**src/rtl/fwrc_pkg.sv**
```systemverilog
`timescale 1ns / 1ps
// Shared types and constants for the warm-up / release controller.
// No dependencies; used by the interfaces, the step logic and the top level.
package fwrc_pkg;

   localparam int BOUND_W     = 24;
   localparam int TICK_W      = 16;
   localparam int CSR_INDEX_W = 3;
   localparam int CSR_DATA_W  = 24;

   // phase codes
   localparam logic [1:0] PH_COLD    = 2'd0;
   localparam logic [1:0] PH_BUILDUP = 2'd1;
   localparam logic [1:0] PH_RELEASE = 2'd2;

   // event codes
   localparam logic [1:0] FUNC_TICK  = 2'd0;
   localparam logic [1:0] FUNC_START = 2'd1;
   localparam logic [1:0] FUNC_STOP  = 2'd2;
   localparam logic [1:0] FUNC_REQ   = 2'd3;

   // register indexes
   localparam logic [CSR_INDEX_W-1:0] REG_TICK_PERIOD  = 3'd0;
   localparam logic [CSR_INDEX_W-1:0] REG_BUILDUP_TIME = 3'd1;
   localparam logic [CSR_INDEX_W-1:0] REG_REBUILD_TIME = 3'd2;
   localparam logic [CSR_INDEX_W-1:0] REG_RELEASE_TIME = 3'd3;
   localparam logic [CSR_INDEX_W-1:0] REG_PRESS_TIME   = 3'd4;

   // register reset values
   localparam logic [TICK_W-1:0]  RST_TICK_PERIOD  = 16'd10;
   localparam logic [BOUND_W-1:0] RST_BUILDUP_TIME = 24'd60000;
   localparam logic [BOUND_W-1:0] RST_REBUILD_TIME = 24'd10000;
   localparam logic [BOUND_W-1:0] RST_RELEASE_TIME = 24'd5000;
   localparam logic [BOUND_W-1:0] RST_PRESS_TIME   = 24'd500;

   typedef struct packed {
      logic [TICK_W-1:0]  tick_period;
      logic [BOUND_W-1:0] buildup_time;
      logic [BOUND_W-1:0] rebuild_time;
      logic [BOUND_W-1:0] release_time;
      logic [BOUND_W-1:0] press_time;
   } cfg_type;

   // controller state other than the timer
   typedef struct packed {
      logic [1:0]         phase;
      logic [BOUND_W-1:0] bound;
      logic               enabled;
      logic               pending;
      logic               ready_flag;
      logic               warmup_level;
      logic               release_level;
   } ctl_type;

endpackage

```
**src/rtl/fwrc_if.sv**
```systemverilog
`timescale 1ns / 1ps
// Valid/ready channel interfaces: event requests, responses, register writes.
// Depends on fwrc_pkg for field widths.
interface fwrc_req_if;
   logic       valid;
   logic       ready;
   logic [1:0] func;
   logic       release_value;
   modport source (output valid, output func, output release_value, input ready);
   modport sink (input valid, input func, input release_value, output ready);
endinterface

interface fwrc_rsp_if;
   logic       valid;
   logic       ready;
   logic [1:0] phase;
   logic       warmup_pin_level;
   logic       release_pin_level;
   logic       ready_to_release;
   modport source (output valid, output phase, output warmup_pin_level,
                   output release_pin_level, output ready_to_release, input ready);
   modport sink (input valid, input phase, input warmup_pin_level,
                 input release_pin_level, input ready_to_release, output ready);
endinterface

interface fwrc_csr_if;
   logic                               valid;
   logic                               ready;
   logic [fwrc_pkg::CSR_INDEX_W-1:0]   index;
   logic [fwrc_pkg::CSR_DATA_W-1:0]    data;
   modport source (output valid, output index, output data, input ready);
   modport sink (input valid, input index, input data, output ready);
endinterface

```
**src/rtl/fog_warmup_release_controller_top.sv**
```systemverilog
`timescale 1ns / 1ps
// Top level of the warm-up / release controller.
// Depends on fwrc_pkg, fwrc_if and fwrc_event_step.
//
// Usage:
//   req  : event transactions (func: tick, start, stop-then-tick, release
//          request; release_value for requests). One response per event.
//   rsp  : phase, heater pin level, release pin level (both active low) and
//          the ready flag as they stand after the event.
//   csr  : register writes (index, data), always ready. Write only while the
//          controller is idle; indexes past the press time are dropped.
// Response: valid in the cycle after its event is accepted.
// Throughput: one event per cycle unless the response stalls; the full state update is a single
//   saturating add plus a handful of compares ahead of the state register.
// Reset: phase cold, timer zero, heater and release pins off (high),
//   registers at their defaults, no response pending.
// Stall: the response register holds while rsp.ready is low; req.ready then
//   drops, and rises again in the same cycle the response is taken.
module fog_warmup_release_controller_top #(
   parameter int TIMER_WIDTH = 24
) (
   input  logic       clock,
   input  logic       reset,
   fwrc_req_if.sink   req,
   fwrc_rsp_if.source rsp,
   fwrc_csr_if.sink   csr
);

   fwrc_pkg::cfg_type      cfg_ff, cfg_in;
   fwrc_pkg::ctl_type      ctl_ff, ctl_in;
   fwrc_pkg::ctl_type      ctl_step;
   logic [TIMER_WIDTH-1:0] elapsed_ff, elapsed_in;
   logic [TIMER_WIDTH-1:0] elapsed_step;
   logic                   rsp_valid_ff, rsp_valid_in;
   logic                   req_take;

   // Accept when the response slot is empty or being drained this cycle.
   assign req.ready = !rsp_valid_ff || rsp.ready;
   assign req_take  = req.valid && req.ready;
   assign csr.ready = 1'b1;

   fwrc_event_step #(
      .TIMER_WIDTH(TIMER_WIDTH)
   ) u_step (
      .func         (req.func),
      .release_value(req.release_value),
      .cfg          (cfg_ff),
      .ctl_cur      (ctl_ff),
      .elapsed_cur  (elapsed_ff),
      .ctl_nxt      (ctl_step),
      .elapsed_nxt  (elapsed_step)
   );

   // Advance state only on an accepted transaction.
   assign ctl_in     = req_take ? ctl_step : ctl_ff;
   assign elapsed_in = req_take ? elapsed_step : elapsed_ff;

   // Hold the response until taken; a new transaction refills the slot.
   assign rsp_valid_in = req_take || (rsp_valid_ff && !rsp.ready);

   // Register writes: truncate data to the register width, drop unknown indexes.
   always_comb begin
      cfg_in = cfg_ff;
      if (csr.valid && csr.ready) begin
         case (csr.index)
            fwrc_pkg::REG_TICK_PERIOD:  cfg_in.tick_period  = csr.data[fwrc_pkg::TICK_W-1:0];
            fwrc_pkg::REG_BUILDUP_TIME: cfg_in.buildup_time = csr.data;
            fwrc_pkg::REG_REBUILD_TIME: cfg_in.rebuild_time = csr.data;
            fwrc_pkg::REG_RELEASE_TIME: cfg_in.release_time = csr.data;
            fwrc_pkg::REG_PRESS_TIME:   cfg_in.press_time   = csr.data;
            default: begin
            end
         endcase
      end
   end

   always_ff @(posedge clock) begin
      if (reset) begin
         cfg_ff.tick_period  <= fwrc_pkg::RST_TICK_PERIOD;
         cfg_ff.buildup_time <= fwrc_pkg::RST_BUILDUP_TIME;
         cfg_ff.rebuild_time <= fwrc_pkg::RST_REBUILD_TIME;
         cfg_ff.release_time <= fwrc_pkg::RST_RELEASE_TIME;
         cfg_ff.press_time   <= fwrc_pkg::RST_PRESS_TIME;
         ctl_ff.phase         <= fwrc_pkg::PH_COLD;
         ctl_ff.bound         <= fwrc_pkg::RST_BUILDUP_TIME;
         ctl_ff.enabled       <= 1'b0;
         ctl_ff.pending       <= 1'b0;
         ctl_ff.ready_flag    <= 1'b0;
         ctl_ff.warmup_level  <= 1'b1;
         ctl_ff.release_level <= 1'b1;
         elapsed_ff   <= '0;
         rsp_valid_ff <= 1'b0;
      end else begin
         cfg_ff       <= cfg_in;
         ctl_ff       <= ctl_in;
         elapsed_ff   <= elapsed_in;
         rsp_valid_ff <= rsp_valid_in;
      end
   end

   // The state register doubles as the response register: it changes only
   // when a new transaction is accepted, which frees the slot first.
   assign rsp.valid             = rsp_valid_ff;
   assign rsp.phase             = ctl_ff.phase;
   assign rsp.warmup_pin_level  = ctl_ff.warmup_level;
   assign rsp.release_pin_level = ctl_ff.release_level;
   assign rsp.ready_to_release  = ctl_ff.ready_flag;

endmodule

```
**src/rtl/fwrc_event_step.sv**
```systemverilog
`timescale 1ns / 1ps
// Next-state logic for one event: timer advance, phase transitions, actions.
// Depends on fwrc_pkg.
module fwrc_event_step #(
   parameter int TIMER_WIDTH = 24
) (
   input  logic [1:0]             func,
   input  logic                   release_value,
   input  fwrc_pkg::cfg_type      cfg,
   input  fwrc_pkg::ctl_type      ctl_cur,
   input  logic [TIMER_WIDTH-1:0] elapsed_cur,
   output fwrc_pkg::ctl_type      ctl_nxt,
   output logic [TIMER_WIDTH-1:0] elapsed_nxt
);

   localparam int CMP_W = (TIMER_WIDTH > fwrc_pkg::BOUND_W) ? TIMER_WIDTH : fwrc_pkg::BOUND_W;

   logic [TIMER_WIDTH:0]   sum;
   logic [TIMER_WIDTH-1:0] sat;

   assign sum = {1'b0, elapsed_cur} + (TIMER_WIDTH+1)'(cfg.tick_period);
   assign sat = sum[TIMER_WIDTH] ? {TIMER_WIDTH{1'b1}} : sum[TIMER_WIDTH-1:0];

   always_comb begin
      logic                   tick;
      logic [TIMER_WIDTH-1:0] el;
      fwrc_pkg::ctl_type      st;

      st   = ctl_cur;
      el   = elapsed_cur;
      tick = 1'b0;

      case (func)
         fwrc_pkg::FUNC_TICK: begin
            tick = 1'b1;
         end
         fwrc_pkg::FUNC_START: begin
            st.enabled = 1'b1;
         end
         fwrc_pkg::FUNC_STOP: begin
            st.enabled = 1'b0;
            tick       = 1'b1;
         end
         fwrc_pkg::FUNC_REQ: begin
            if (release_value && st.ready_flag) begin
               st.pending = 1'b1;
            end
            if (!release_value) begin
               st.pending = 1'b0;
            end
         end
         default: begin
         end
      endcase

      if (tick) begin
         el = sat;
         case (ctl_cur.phase)
            fwrc_pkg::PH_COLD: begin
               if (st.enabled) begin
                  st.phase        = fwrc_pkg::PH_BUILDUP;
                  el              = '0;
                  st.ready_flag   = 1'b0;
                  st.warmup_level = 1'b0;
                  st.bound        = cfg.buildup_time;
               end
            end
            fwrc_pkg::PH_BUILDUP: begin
               if (!st.enabled) begin
                  st.phase        = fwrc_pkg::PH_COLD;
                  st.warmup_level = 1'b1;
               end else if (st.pending) begin
                  st.phase         = fwrc_pkg::PH_RELEASE;
                  st.pending       = 1'b0;
                  st.ready_flag    = 1'b0;
                  el               = '0;
                  st.release_level = 1'b0;
               end
               if (CMP_W'(el) >= CMP_W'(st.bound)) begin
                  st.ready_flag = 1'b1;
               end
               if (CMP_W'(el) >= CMP_W'(cfg.press_time) && CMP_W'(el) < CMP_W'(st.bound)) begin
                  st.release_level = 1'b1;
               end
            end
            fwrc_pkg::PH_RELEASE: begin
               if (!st.enabled) begin
                  st.phase         = fwrc_pkg::PH_COLD;
                  st.ready_flag    = 1'b0;
                  el               = '0;
                  st.warmup_level  = 1'b1;
                  st.release_level = 1'b1;
               end else if (CMP_W'(el) >= CMP_W'(cfg.release_time)) begin
                  st.phase         = fwrc_pkg::PH_BUILDUP;
                  el               = '0;
                  st.ready_flag    = 1'b0;
                  st.release_level = 1'b0;
                  st.bound         = cfg.rebuild_time;
               end
               if (CMP_W'(el) >= CMP_W'(cfg.press_time)
                   && CMP_W'(el) < CMP_W'(cfg.release_time)) begin
                  st.release_level = 1'b1;
               end
            end
            default: begin
               // unused phase code: only the timer moves
            end
         endcase
      end

      ctl_nxt     = st;
      elapsed_nxt = el;
   end

endmodule

```
**src/flat_wrapper.sv**
```systemverilog
// flat-port wrapper written by rule: the top's interface ports become plain ports
module fog_warmup_release_controller_top_flat 
#(
   parameter int TIMER_WIDTH = 24
)
  (clock, reset, req_valid, req_func, req_release_value, req_ready, rsp_valid, rsp_phase, rsp_warmup_pin_level, rsp_release_pin_level, rsp_ready_to_release, rsp_ready, csr_valid, csr_index, csr_data, csr_ready);
  fwrc_req_if req_i ();
  fwrc_rsp_if rsp_i ();
  fwrc_csr_if csr_i ();
  input  logic clock;
  input  logic reset;
  input wire logic [$bits(req_i.valid)-1:0] req_valid;
  input wire logic [$bits(req_i.func)-1:0] req_func;
  input wire logic [$bits(req_i.release_value)-1:0] req_release_value;
  output wire logic [$bits(req_i.ready)-1:0] req_ready;
  output wire logic [$bits(rsp_i.valid)-1:0] rsp_valid;
  output wire logic [$bits(rsp_i.phase)-1:0] rsp_phase;
  output wire logic [$bits(rsp_i.warmup_pin_level)-1:0] rsp_warmup_pin_level;
  output wire logic [$bits(rsp_i.release_pin_level)-1:0] rsp_release_pin_level;
  output wire logic [$bits(rsp_i.ready_to_release)-1:0] rsp_ready_to_release;
  input wire logic [$bits(rsp_i.ready)-1:0] rsp_ready;
  input wire logic [$bits(csr_i.valid)-1:0] csr_valid;
  input wire logic [$bits(csr_i.index)-1:0] csr_index;
  input wire logic [$bits(csr_i.data)-1:0] csr_data;
  output wire logic [$bits(csr_i.ready)-1:0] csr_ready;
  assign req_i.valid = req_valid;
  assign req_i.func = req_func;
  assign req_i.release_value = req_release_value;
  assign req_ready = req_i.ready;
  assign rsp_valid = rsp_i.valid;
  assign rsp_phase = rsp_i.phase;
  assign rsp_warmup_pin_level = rsp_i.warmup_pin_level;
  assign rsp_release_pin_level = rsp_i.release_pin_level;
  assign rsp_ready_to_release = rsp_i.ready_to_release;
  assign rsp_i.ready = rsp_ready;
  assign csr_i.valid = csr_valid;
  assign csr_i.index = csr_index;
  assign csr_i.data = csr_data;
  assign csr_ready = csr_i.ready;
  fog_warmup_release_controller_top #(.TIMER_WIDTH(TIMER_WIDTH)) u_core (.clock(clock), .reset(reset), .req(req_i), .rsp(rsp_i), .csr(csr_i));
endmodule
```
**config.mk**
```make
export PLATFORM = sky130hd
export DESIGN_NAME = fog_warmup_release_controller_top_flat
export DESIGN_NICKNAME = d
export VERILOG_FILES = /design/src/rtl/fwrc_pkg.sv /design/src/rtl/fwrc_if.sv /design/src/rtl/fog_warmup_release_controller_top.sv /design/src/rtl/fwrc_event_step.sv /design/src/flat_wrapper.sv
export SDC_FILE = /design/constraint.sdc
export NUM_CORES = 1
export LEC_CHECK = 0
export BUFFER_PORTS_ARGS = -buffer_cell sky130_fd_sc_hd__buf_2
export CAP_MARGIN = 20
export CORE_MARGIN = 4
export CORE_UTILIZATION = 35
export CTS_CLUSTER_SIZE = 25
export DETAILED_ROUTE_END_ITERATION = 8
export SYNTH_ARGS = -nofsm -noshare
export SYNTH_HDL_FRONTEND = slang
export SYNTH_SLANG_ARGS = --single-unit
```
**constraint.sdc**
```tcl
create_clock -name clock -period 6.09 [get_ports clock]
set_input_delay 0.3045 -clock clock [delete_from_list [all_inputs] [get_ports clock]]
set_output_delay 0.3045 -clock clock [all_outputs]
set_load 0.05 [all_outputs]
```
==> impl_metrics.ini, run 1 <==
[timing]
fmax_mhz = 172
tightest_slew_ps = 1100
post-route-period-util_pct = 95.6
finalSetupViolCount = 0
slew_viol_final = 0
worst_hold_slack_ps = 112
relSlewSlack_pct = 26.8
finalClockSkew_ps = 7.09
fin_crit_ps = 5830
final.setup.worst_slack_ps = 265
final-hold-violation-count = 0

[cts]
path_clk_slew_ps = 70
clock_path_buffers = 2
cts_buffers = 17
hold_buffers = 0
clock-sinks = 168
worstSkewPairLatency_ps = 450
ctsHtreeMaxLevel = 4
cts_root_buf = clkbuf_16
cts_tree = done

[pwr]
combPwrFrac_pct = 12.7
pwr-share-clk_pct = 43.2
cellPowerDensity_mw_per_mm2 = 206
p_switching_mw = 0.713
sequentialPowerShare_pct = 44.1
p_int_mw = 1.87
irDropWorstVdd_uv = 210
power_leakage_nw = 5.28
switching_share_pct = 27.6

[yosys]
synth_cell_types = 67
synth_enable_flop_cells = 0
yosysWarnings = 0
syn_avg_cell_area_um2 = 7.67
yosysSeqAreaShare_pct = 31.0
async_flop_share_pct = 0
yosysTopAreaCell = dfxtp_1
synth_top_area_share_pct = 31.0
synth_nets = 1594
synth.area.top_cells = dfxtp_1 31%, ha_1 16%, nand2_1 9.8%, a21oi_1 7.5%, nor2_1 4.4%
synth_cells = 1415
synthFlopType = dfxtp_1
synth_area_mm2 = 0.0109
ys_ff_latch = 168

[floorplanning]
die_area_mm2 = 0.0339
die-width_um = 184
ios = 43
die_h_um = 184
num_rows = 64
core_area_mm2 = 0.0306
initial_core_util_pct = 35.5

[grt]
grt_pass1_wl_um = 47500
antenna_found_initial = 0
grt_pass1_vias = 9045
track_usage_pct = 17.3
globalRouteOverflowTotal = 0
grt_max_degree = 103

[placed_design]
place_ws_ps = -181
port_buffers = 41
placed_cell_area_mm2 = 0.0116
place_congestion = 0.904
hpwl_um = 22600

[hold_path]
hold_path_class = in2reg

[layout]
synthToLayoutAreaGrowth_pct = 15.6
nets = 1637
seq_area_mm2 = 0.00337
final_area_mm2 = 0.0125
final_common_cell = nand2_1
multiInputGateArea_mm2 = 0.00703
layout_common_cells = 280 x nand2_1, 166 x dfxtp_1, 159 x a21oi_1, 137 x ha_1, 122 x nor2_1
layout-drive-gt1-share_pct = 13.1
diodes = 0
fillers = 3186
utilization_pct = 41.0

[routing]
wl_per_cell_um = 16.0
dr.pass1.iters = 4
drc = 0
viasPerCell = 5.21
ant_nets = 0
dr.first_iter.drc_count = 495
wirelength_um = 29800
vias = 9722

[setup_path]
r2r_slack_ps = 260
cp-end-kind = flop
rr_endpoint = u_core.rsp.release_pin_level
critical-path-top-delay-family = compound AO/OA/AOI/OAI gates
r2r_cells = 27
cpPeakStageDelay_ps = 470
cp.arrival_ps = 6140
crit_fanout = 5
critical_path_class = reg2reg
critPathSlowestCell = or4b_4
crit_path_end = u_core.rsp.release_pin_level
path_buf_inv = 4
critPathMostFrequentCell = o21a_1
cp.depth = 27
timing.rr.start = u_core.cfg_ff[96]
start_kind = flop
cp.required_ps = 6410
worstSetupStartpoint = u_core.cfg_ff[96]

[job]
maxCapViolCount = 0

[outcome]
status = complete, no violations
-- stage by stage --
step                      setup TNS, ps  power, mW  cells
after floorplan                       0       1.36   1415
after global placement            -50.6       1.47   1828
after detailed placement           -181       1.47   1828
after CTS                             0       2.60   1860
after global routing              -79.5       2.69   1867
final                                 0       2.58   1867
-- layout make-up --
class	instances	share of cell area, %
clock inverters	14	1.30
flip-flops and latches	168	26.8
inverters	109	3.26
clock buffers	18	3.50
repair buffers	94	5.11
multi-input cells	1068	56.0
well taps	396	3.95
-- worst min-delay path by stage --
stage,start,endpoint,depth (start not counted)
2_1_floorplan,csr_data[2],u_core.cfg_ff[2],2
3_3_place_gp,u_core.cfg_ff[74],u_core.cfg_ff[74],2
3_5_place_dp,u_core.cfg_ff[72],u_core.cfg_ff[72],2
4_1_cts,req_valid,u_core.rsp.valid,3
5_1_grt,req_valid,u_core.rsp.valid,3
6_report,req_valid,u_core.rsp.valid,3
-- worst min-delay path, stage by stage --
cell and delay, ps:
buf_2 110, inv_1 40, a21oi_1 50
-- power by group through the flow --
stage	Clock [mW]	Combinational [mW]	Sequential [mW]
after global routing	1.19	0.366	1.14
after global placement	0	0.307	1.16
final	1.12	0.329	1.14
after detailed placement	0	0.311	1.16
after CTS	1.15	0.315	1.14
after floorplan	0	0.201	1.16
-- cells in the mapped netlist (4+ instances only) --
cell type    n
nand2_1    282
dfxtp_1    168
a21oi_1    162
ha_1       143
nor2_1     127
inv_1      109
clkbuf_1    60
o21ai_0     41
mux2i_1     35
nand3b_1    28
nand3_1     26
nand4_1     20
a211oi_1    19
a21o_1      15
a211oi_2    13
nor3_1      13
o21a_1      13
a211o_1      9
a22oi_1      9
nand2b_1     9
o211ai_1     8
and3_1       7
nor2b_1      6
nor4_1       6
o21bai_1     6
a311oi_1     5
or2_2        5
xnor2_1      5
a2111oi_0    4
buf_1        4
buf_4        4
-- routing by layer --
| layer | share of wire, % | vias to the layer above | wire [um] | GRT usage (%) |
|---|---|---|---|---|
| li1 | - | 4985 | - | - |
| met1 | 49 | 4561 | 14700 | 24.7 |
| met2 | 46 | 152 | 13800 | 27.8 |
| met3 | 3.4 | 24 | 1030 | 2.30 |
| met4 | 1.2 | 0 | 354 | 4.29 |
| met5 | 0 | - | 0 | 0 |
-- timing repair --
item | 4_1_cts | 5_1_grt
setup endpoints to repair | 1 | 1
pin swaps | 1 | 23
buffers inserted | 0 | 4
gates resized for setup | 3 | 53
cloned | 0 | 1
-- flip-flops by register name, indices dropped and copies added (netlist names) --
signal,count
u_core.cfg_ff,112
u_core.ctl_ff,26
u_core.elapsed_ff,24
u_core.rsp.phase,2
u_core.rsp.ready_to_release,1
u_core.rsp.release_pin_level,1
u_core.rsp.valid,1
u_core.rsp.warmup_pin_level,1
-- cell families (layout without fill, tap and decap cells) --
logic type	count (synthesis)	in the layout	synth area share, %
compound gates	335	335	19.8
xor+xnor	6	6	0.484
fa+ha+maj	144	144	16.7
buf+inv	180	235	6.51
flops	168	168	31.0
mux	38	38	3.54
other cells	1	1	0.0346
simple gates	543	544	22.0
(Power assumes the default switching activity.)
==> run 2, diff against run 1 <==
Settings changed: BUFFER_PORTS_ARGS -buffer_cell sky130_fd_sc_hd__buf_2 to not set, DONT_BUFFER_PORTS set to 1.
==> impl_metrics.ini, run 2 (synthesis gave the netlist of run 1 again) <==
[routing]
wirelength_um = 31600
vias = 9867
dr.first_iter.drc_count = 639
ant_nets = 0
viasPerCell = 5.33
wl_per_cell_um = 17.1
drc = 0
dr.pass1.iters = 5

[timing]
tightest_slew_ps = 1020
finalClockSkew_ps = 10.6
final.setup.worst_slack_ps = 300
finalSetupViolCount = 0
slew_viol_final = 0
rsz0062_at_grt = false
setup_tns_ps = 0
fmax_mhz = 173
post-route-period-util_pct = 95.1
relSlewSlack_pct = 32.0
fin_crit_ps = 5790
final-hold-violation-count = 0

[setup_path]
cp.required_ps = 6410
critPathSlowestCell = or4b_1
cpPeakStageDelay_ps = 450
crit_fanout = 14
cp-end-kind = flop
path_buf_inv = 4
critical_path_class = reg2reg
worstSetupStartpoint = u_core.elapsed_ff[0]
critical-path-top-delay-family = compound AO/OA/AOI/OAI gates
start_kind = flop
timing.rr.start = u_core.elapsed_ff[0]
cp.arrival_ps = 6110

[cts]
cts_root_buf = clkbuf_16
clock-sinks = 168
cts_buffers = 17
path_clk_slew_ps = 70
clock_path_buffers = 2
worstSkewPairLatency_ps = 450
cts_tree = done
ctsHtreeMaxLevel = 4

[layout]
fillers = 3208
largest_register_ff_count = 112
nets = 1619
layout_common_cells = 282 x nand2_1, 168 x dfxtp_1, 162 x a21oi_1, 142 x ha_1, 127 x nor2_1
seq_area_mm2 = 0.00336
top_regs = u_core.cfg_ff: 112 flops, u_core.ctl_ff: 26 flops, u_core.elapsed_ff: 24 flops
layout-drive-gt1-share_pct = 8.60
multiInputGateArea_mm2 = 0.00689
synthToLayoutAreaGrowth_pct = 14.6
final_common_cell = nand2_1
max_flop_register = u_core.cfg_ff

[floorplanning]
initial_core_util_pct = 35.5
die-width_um = 184
num_rows = 64
die_area_mm2 = 0.0339
ios = 43
core_area_mm2 = 0.0306
die_h_um = 184

[pwr]
irDropWorstVdd_uv = 202
power_leakage_nw = 5.19
cellPowerDensity_mw_per_mm2 = 207

[placed_design]
place_congestion = 0.924
place_ws_ps = 4.67
hpwl_um = 23000
port_buffers = 0

[grt]
antenna_found_initial = 10
grt_pass1_vias = 9506
track_usage_pct = 18.7
globalRouteOverflowTotal = 0
grt_pass1_wl_um = 50800
grt_max_degree = 143

[hold_path]
hold_start = csr_data[5]
hold_path_class = in2reg

[outcome]
status = complete, no violations

[job]
maxCapViolCount = 0
## run 2: final timing paths
check | endpoint | slack [ps] | cells past startpoint
setup / recovery | u_core.rsp.release_pin_level | 300 | 26
hold / removal | u_core.cfg_ff[29] | 10 | 2
setup reg to reg | u_core.rsp.release_pin_level | 300 | 26
hold reg to reg | u_core.cfg_ff[51] | 450 | 2
## run 2: area by class of cell
class                   count  share of cell area (%)
repair buffers             77                    5.49
flip-flops and latches    168                    27.0
inverters                 109                    3.29
multi-input cells        1067                    55.4
diodes                      1                  0.0201
clock inverters            15                    1.35
well taps                 396                    3.98
clock buffers              17                    3.42
## run 2: stage by stage
step	power (mW)	util (%)	cells	cell area (um2)	hold WS, ps
after floorplan	1.36	-	1415	10900	425
after global placement	1.43	37.3	1786	11400	393
after detailed placement	1.43	37.3	1787	11400	394
after CTS	2.59	40.3	1848	12300	1.10
after global routing	2.67	40.7	1850	12400	6.29
final	2.58	40.7	1850	12400	10.2
## run 2: repair_timing
action	CTS	global route
endpoints found under the setup margin	1	1
hold buffers	29	0
pin swaps	0	5
buffers inserted	0	0
hold endpoints to repair	159	0
resized for setup	1	19
## run 2: power by group
| group | switching, mW | internal, mW |
|---|---|---|
| sequential | 0.0177 | 1.12 |
| combinational | 0.201 | 0.120 |
| clock | 0.504 | 0.613 |
| total | 0.723 | 1.86 |
## run 2: metal layers
layer  track usage, %  routed length [um]  vias to the layer above  part of all wire [%]
li1                 -                   -                     4947                     -
met1             26.1               15000                     4608                    47
met2             29.3               14100                      239                    45
met3             3.68                1700                       55                   5.4
met4             5.65                 694                       18                   2.2
met5                0                 119                        -                  0.38
==> run 3, diff against run 2 <==
Settings changed: ABC_AREA set to 1.
==> impl_metrics.ini, run 3 <==
[yosys]
synth_area_mm2 = 0.0106
ys_ff_latch = 168
synth.area.top_cells = dfxtp_1 32%, ha_1 17%, nand2_1 10%, nor2_1 6.8%, inv_1 6.8%
yosysSeqAreaShare_pct = 31.6
synth_enable_flop_cells = 0
synth.most_common_cell = nand2_1
syn_avg_cell_area_um2 = 7.06
synth_cells = 1509
yosysWarnings = 0
synthFlopType = dfxtp_1
yosysTopAreaCell = dfxtp_1
synth_cell_types = 57
async_flop_share_pct = 0
synth_nets = 1688
synth_top_area_share_pct = 31.6
synth_commonest_cells = 296 x nand2_1, 194 x nor2_1, 193 x inv_1

[floorplanning]
die_area_mm2 = 0.0333
die-width_um = 182
num_rows = 63
die_h_um = 182
core_area_mm2 = 0.0298
initial_core_util_pct = 35.7
ios = 43

[placed_design]
hpwl_um = 21800
port_buffers = 0
place_congestion = 0.884
placed_cell_area_mm2 = 0.0110

[routing]
vias = 9577
wl_per_cell_um = 15.7
wirelength_um = 30000
dr.pass1.iters = 7
ant_nets = 0
drc = 0
viasPerCell = 5.01
dr.first_iter.drc_count = 631

[timing]
finalClockSkew_ps = 14.0
finalSetupViolCount = 0
fmax_mhz = 179
final-hold-violation-count = 0
post-route-period-util_pct = 92.0
tightest_slew_ps = 1000
relSlewSlack_pct = 32.7
fin_crit_ps = 5600
slew_viol_final = 0

[layout]
max_flop_register = u_core.cfg_ff
final_area_mm2 = 0.0118
seq_area_mm2 = 0.00336
diodes = 0
fillers = 3122
layout-drive-gt1-share_pct = 6.25
nets = 1686
top_regs = u_core.cfg_ff: 112 flops, u_core.ctl_ff: 26 flops, u_core.elapsed_ff: 24 flops
final_common_cell = nand2_1
largest_register_ff_count = 112
multiInputGateArea_mm2 = 0.00630
layout_common_cells = 296 x nand2_1, 194 x nor2_1, 192 x inv_1, 168 x dfxtp_1, 143 x ha_1
utilization_pct = 39.8
synthToLayoutAreaGrowth_pct = 11.3

[grt]
antenna_found_initial = 0
globalRouteOverflowTotal = 0
track_usage_pct = 17.9
grt_pass1_wl_um = 48300
grt_pass1_vias = 9138
grt_max_degree = 106

[cts]
ctsHtreeMaxLevel = 4
worstSkewPairLatency_ps = 440
postCtsSetupBuffers = 0
cts_root_buf = clkbuf_16
clock-sinks = 168
clock_path_buffers = 2
path_clk_slew_ps = 70
cts_tree = done
cts_buffers = 17

[setup_path]
start_kind = flop
cp.required_ps = 6370
critical_path_class = reg2reg
r2r_slack_ps = 490
crit_fanout = 16
r2r_cells = 37
critPathMostFrequentCell = nand2_1
critPathSlowestCell = o311ai_0
rr_endpoint = u_core.rsp.release_pin_level
cpPeakStageDelay_ps = 610
cp-end-kind = flop
timing.rr.start = u_core.elapsed_ff[0]
cp.arrival_ps = 5880

[hold_path]
hold_start = csr_data[7]
min_to = u_core.cfg_ff[31]
worstHoldPathCells = 2
hold_path_class = in2reg

[pwr]
cellPowerDensity_mw_per_mm2 = 227
power_leakage_nw = 5.68
irDropWorstVdd_uv = 163

[outcome]
status = complete, no violations

[job]
maxCapViolCount = 0
## run 3: cell types whose count changed after synthesis, moves of 12 or more
cell	delta
o21ai_0	+92
a21oi_1	-27
mux2i_1	-35
clkbuf_1	-14
nand3b_1	-27
a21o_1	-12
a211oi_2	-13
a211oi_1	-15
inv_1	+84
nor2_1	+67
nand2_1	+14
nand3_1	+13
a31oi_1	+16
## run 3: how the worst max path moves through the flow
stage                                    start  depth (start not counted)                           end
final                     u_core.elapsed_ff[0]                         37  u_core.rsp.release_pin_level
after floorplan           u_core.elapsed_ff[0]                         41  u_core.rsp.release_pin_level
after CTS                 u_core.elapsed_ff[0]                         35  u_core.rsp.release_pin_level
after detailed placement  u_core.elapsed_ff[0]                         35  u_core.rsp.release_pin_level
after global routing      u_core.elapsed_ff[0]                         39  u_core.rsp.release_pin_level
after global placement    u_core.elapsed_ff[0]                         35  u_core.rsp.release_pin_level
## run 3: kinds of logic after synthesis
family	Yosys count	share of synthesized area (%)
flip-flops	168	31.6
XOR/XNOR	5	0.411
AND/OR/NAND/NOR	593	23.6
AO/OA/AOI/OAI	340	18.1
other	1	0.0352
adder cells (fa/ha/maj)	144	17.0
buffers and inverters	258	9.37
## run 3: stage by stage
stage / hold WS [ps] / worst slack [ps] / TNS [ps] / std cells / total power, mW
2_1_floorplan: 418 / 1230 / 0 / 1509 / 1.48
3_3_place_gp: 381 / 441 / 0 / 1853 / 1.57
3_5_place_dp: 381 / 374 / 0 / 1853 / 1.59
4_1_cts: 0.429 / 365 / 0 / 1909 / 2.71
5_1_grt: 1.73 / -23.0 / -23.0 / 1910 / 2.82
6_report: 4.39 / 490 / 0 / 1910 / 2.69
## run 3: metal layers
layer	vias up	GRT usage, %	share of wire, %
li1	4957	-	-
met1	4372	24.9	49
met2	208	28.7	45
met3	40	3.51	5.0
met4	0	4.74	1.7
met5	-	0	0
## run 3: worst max-delay path: cells and delay by family, from the launching register on
family                   cells  cell delay (ps)
AND/OR/NAND/NOR             21             1890
AO/OA/AOI/OAI                6             1300
flip-flops                   1              320
buffers and inverters        6              650
adder cells (fa/ha/maj)      4             1260
## run 3: what timing repair did
item / in CTS / in global routing
endpoints found under the hold margin: 65 / 1
endpoints found under the setup margin: 0 / 1
hold buffers: 24 / 1
resized for setup: 0 / 3
## run 3: layout make-up
| type | instances | share of cell area [%] |
|---|---|---|
| clock buffers | 18 | 3.71 |
| inverters | 202 | 6.47 |
| well taps | 390 | 4.12 |
| multi-input cells | 1083 | 53.2 |
| flip-flops and latches | 168 | 28.4 |
| clock inverters | 14 | 1.29 |
| repair buffers | 35 | 2.83 |
## run 3: power by group
| group | switching [mW] | total, mW | internal, mW |
|---|---|---|---|
| sequential | 0.0310 | 1.17 | 1.14 |
| clock | 0.545 | 1.11 | 0.562 |
| combinational | 0.273 | 0.414 | 0.141 |
| total | 0.850 | 2.69 | 1.84 |
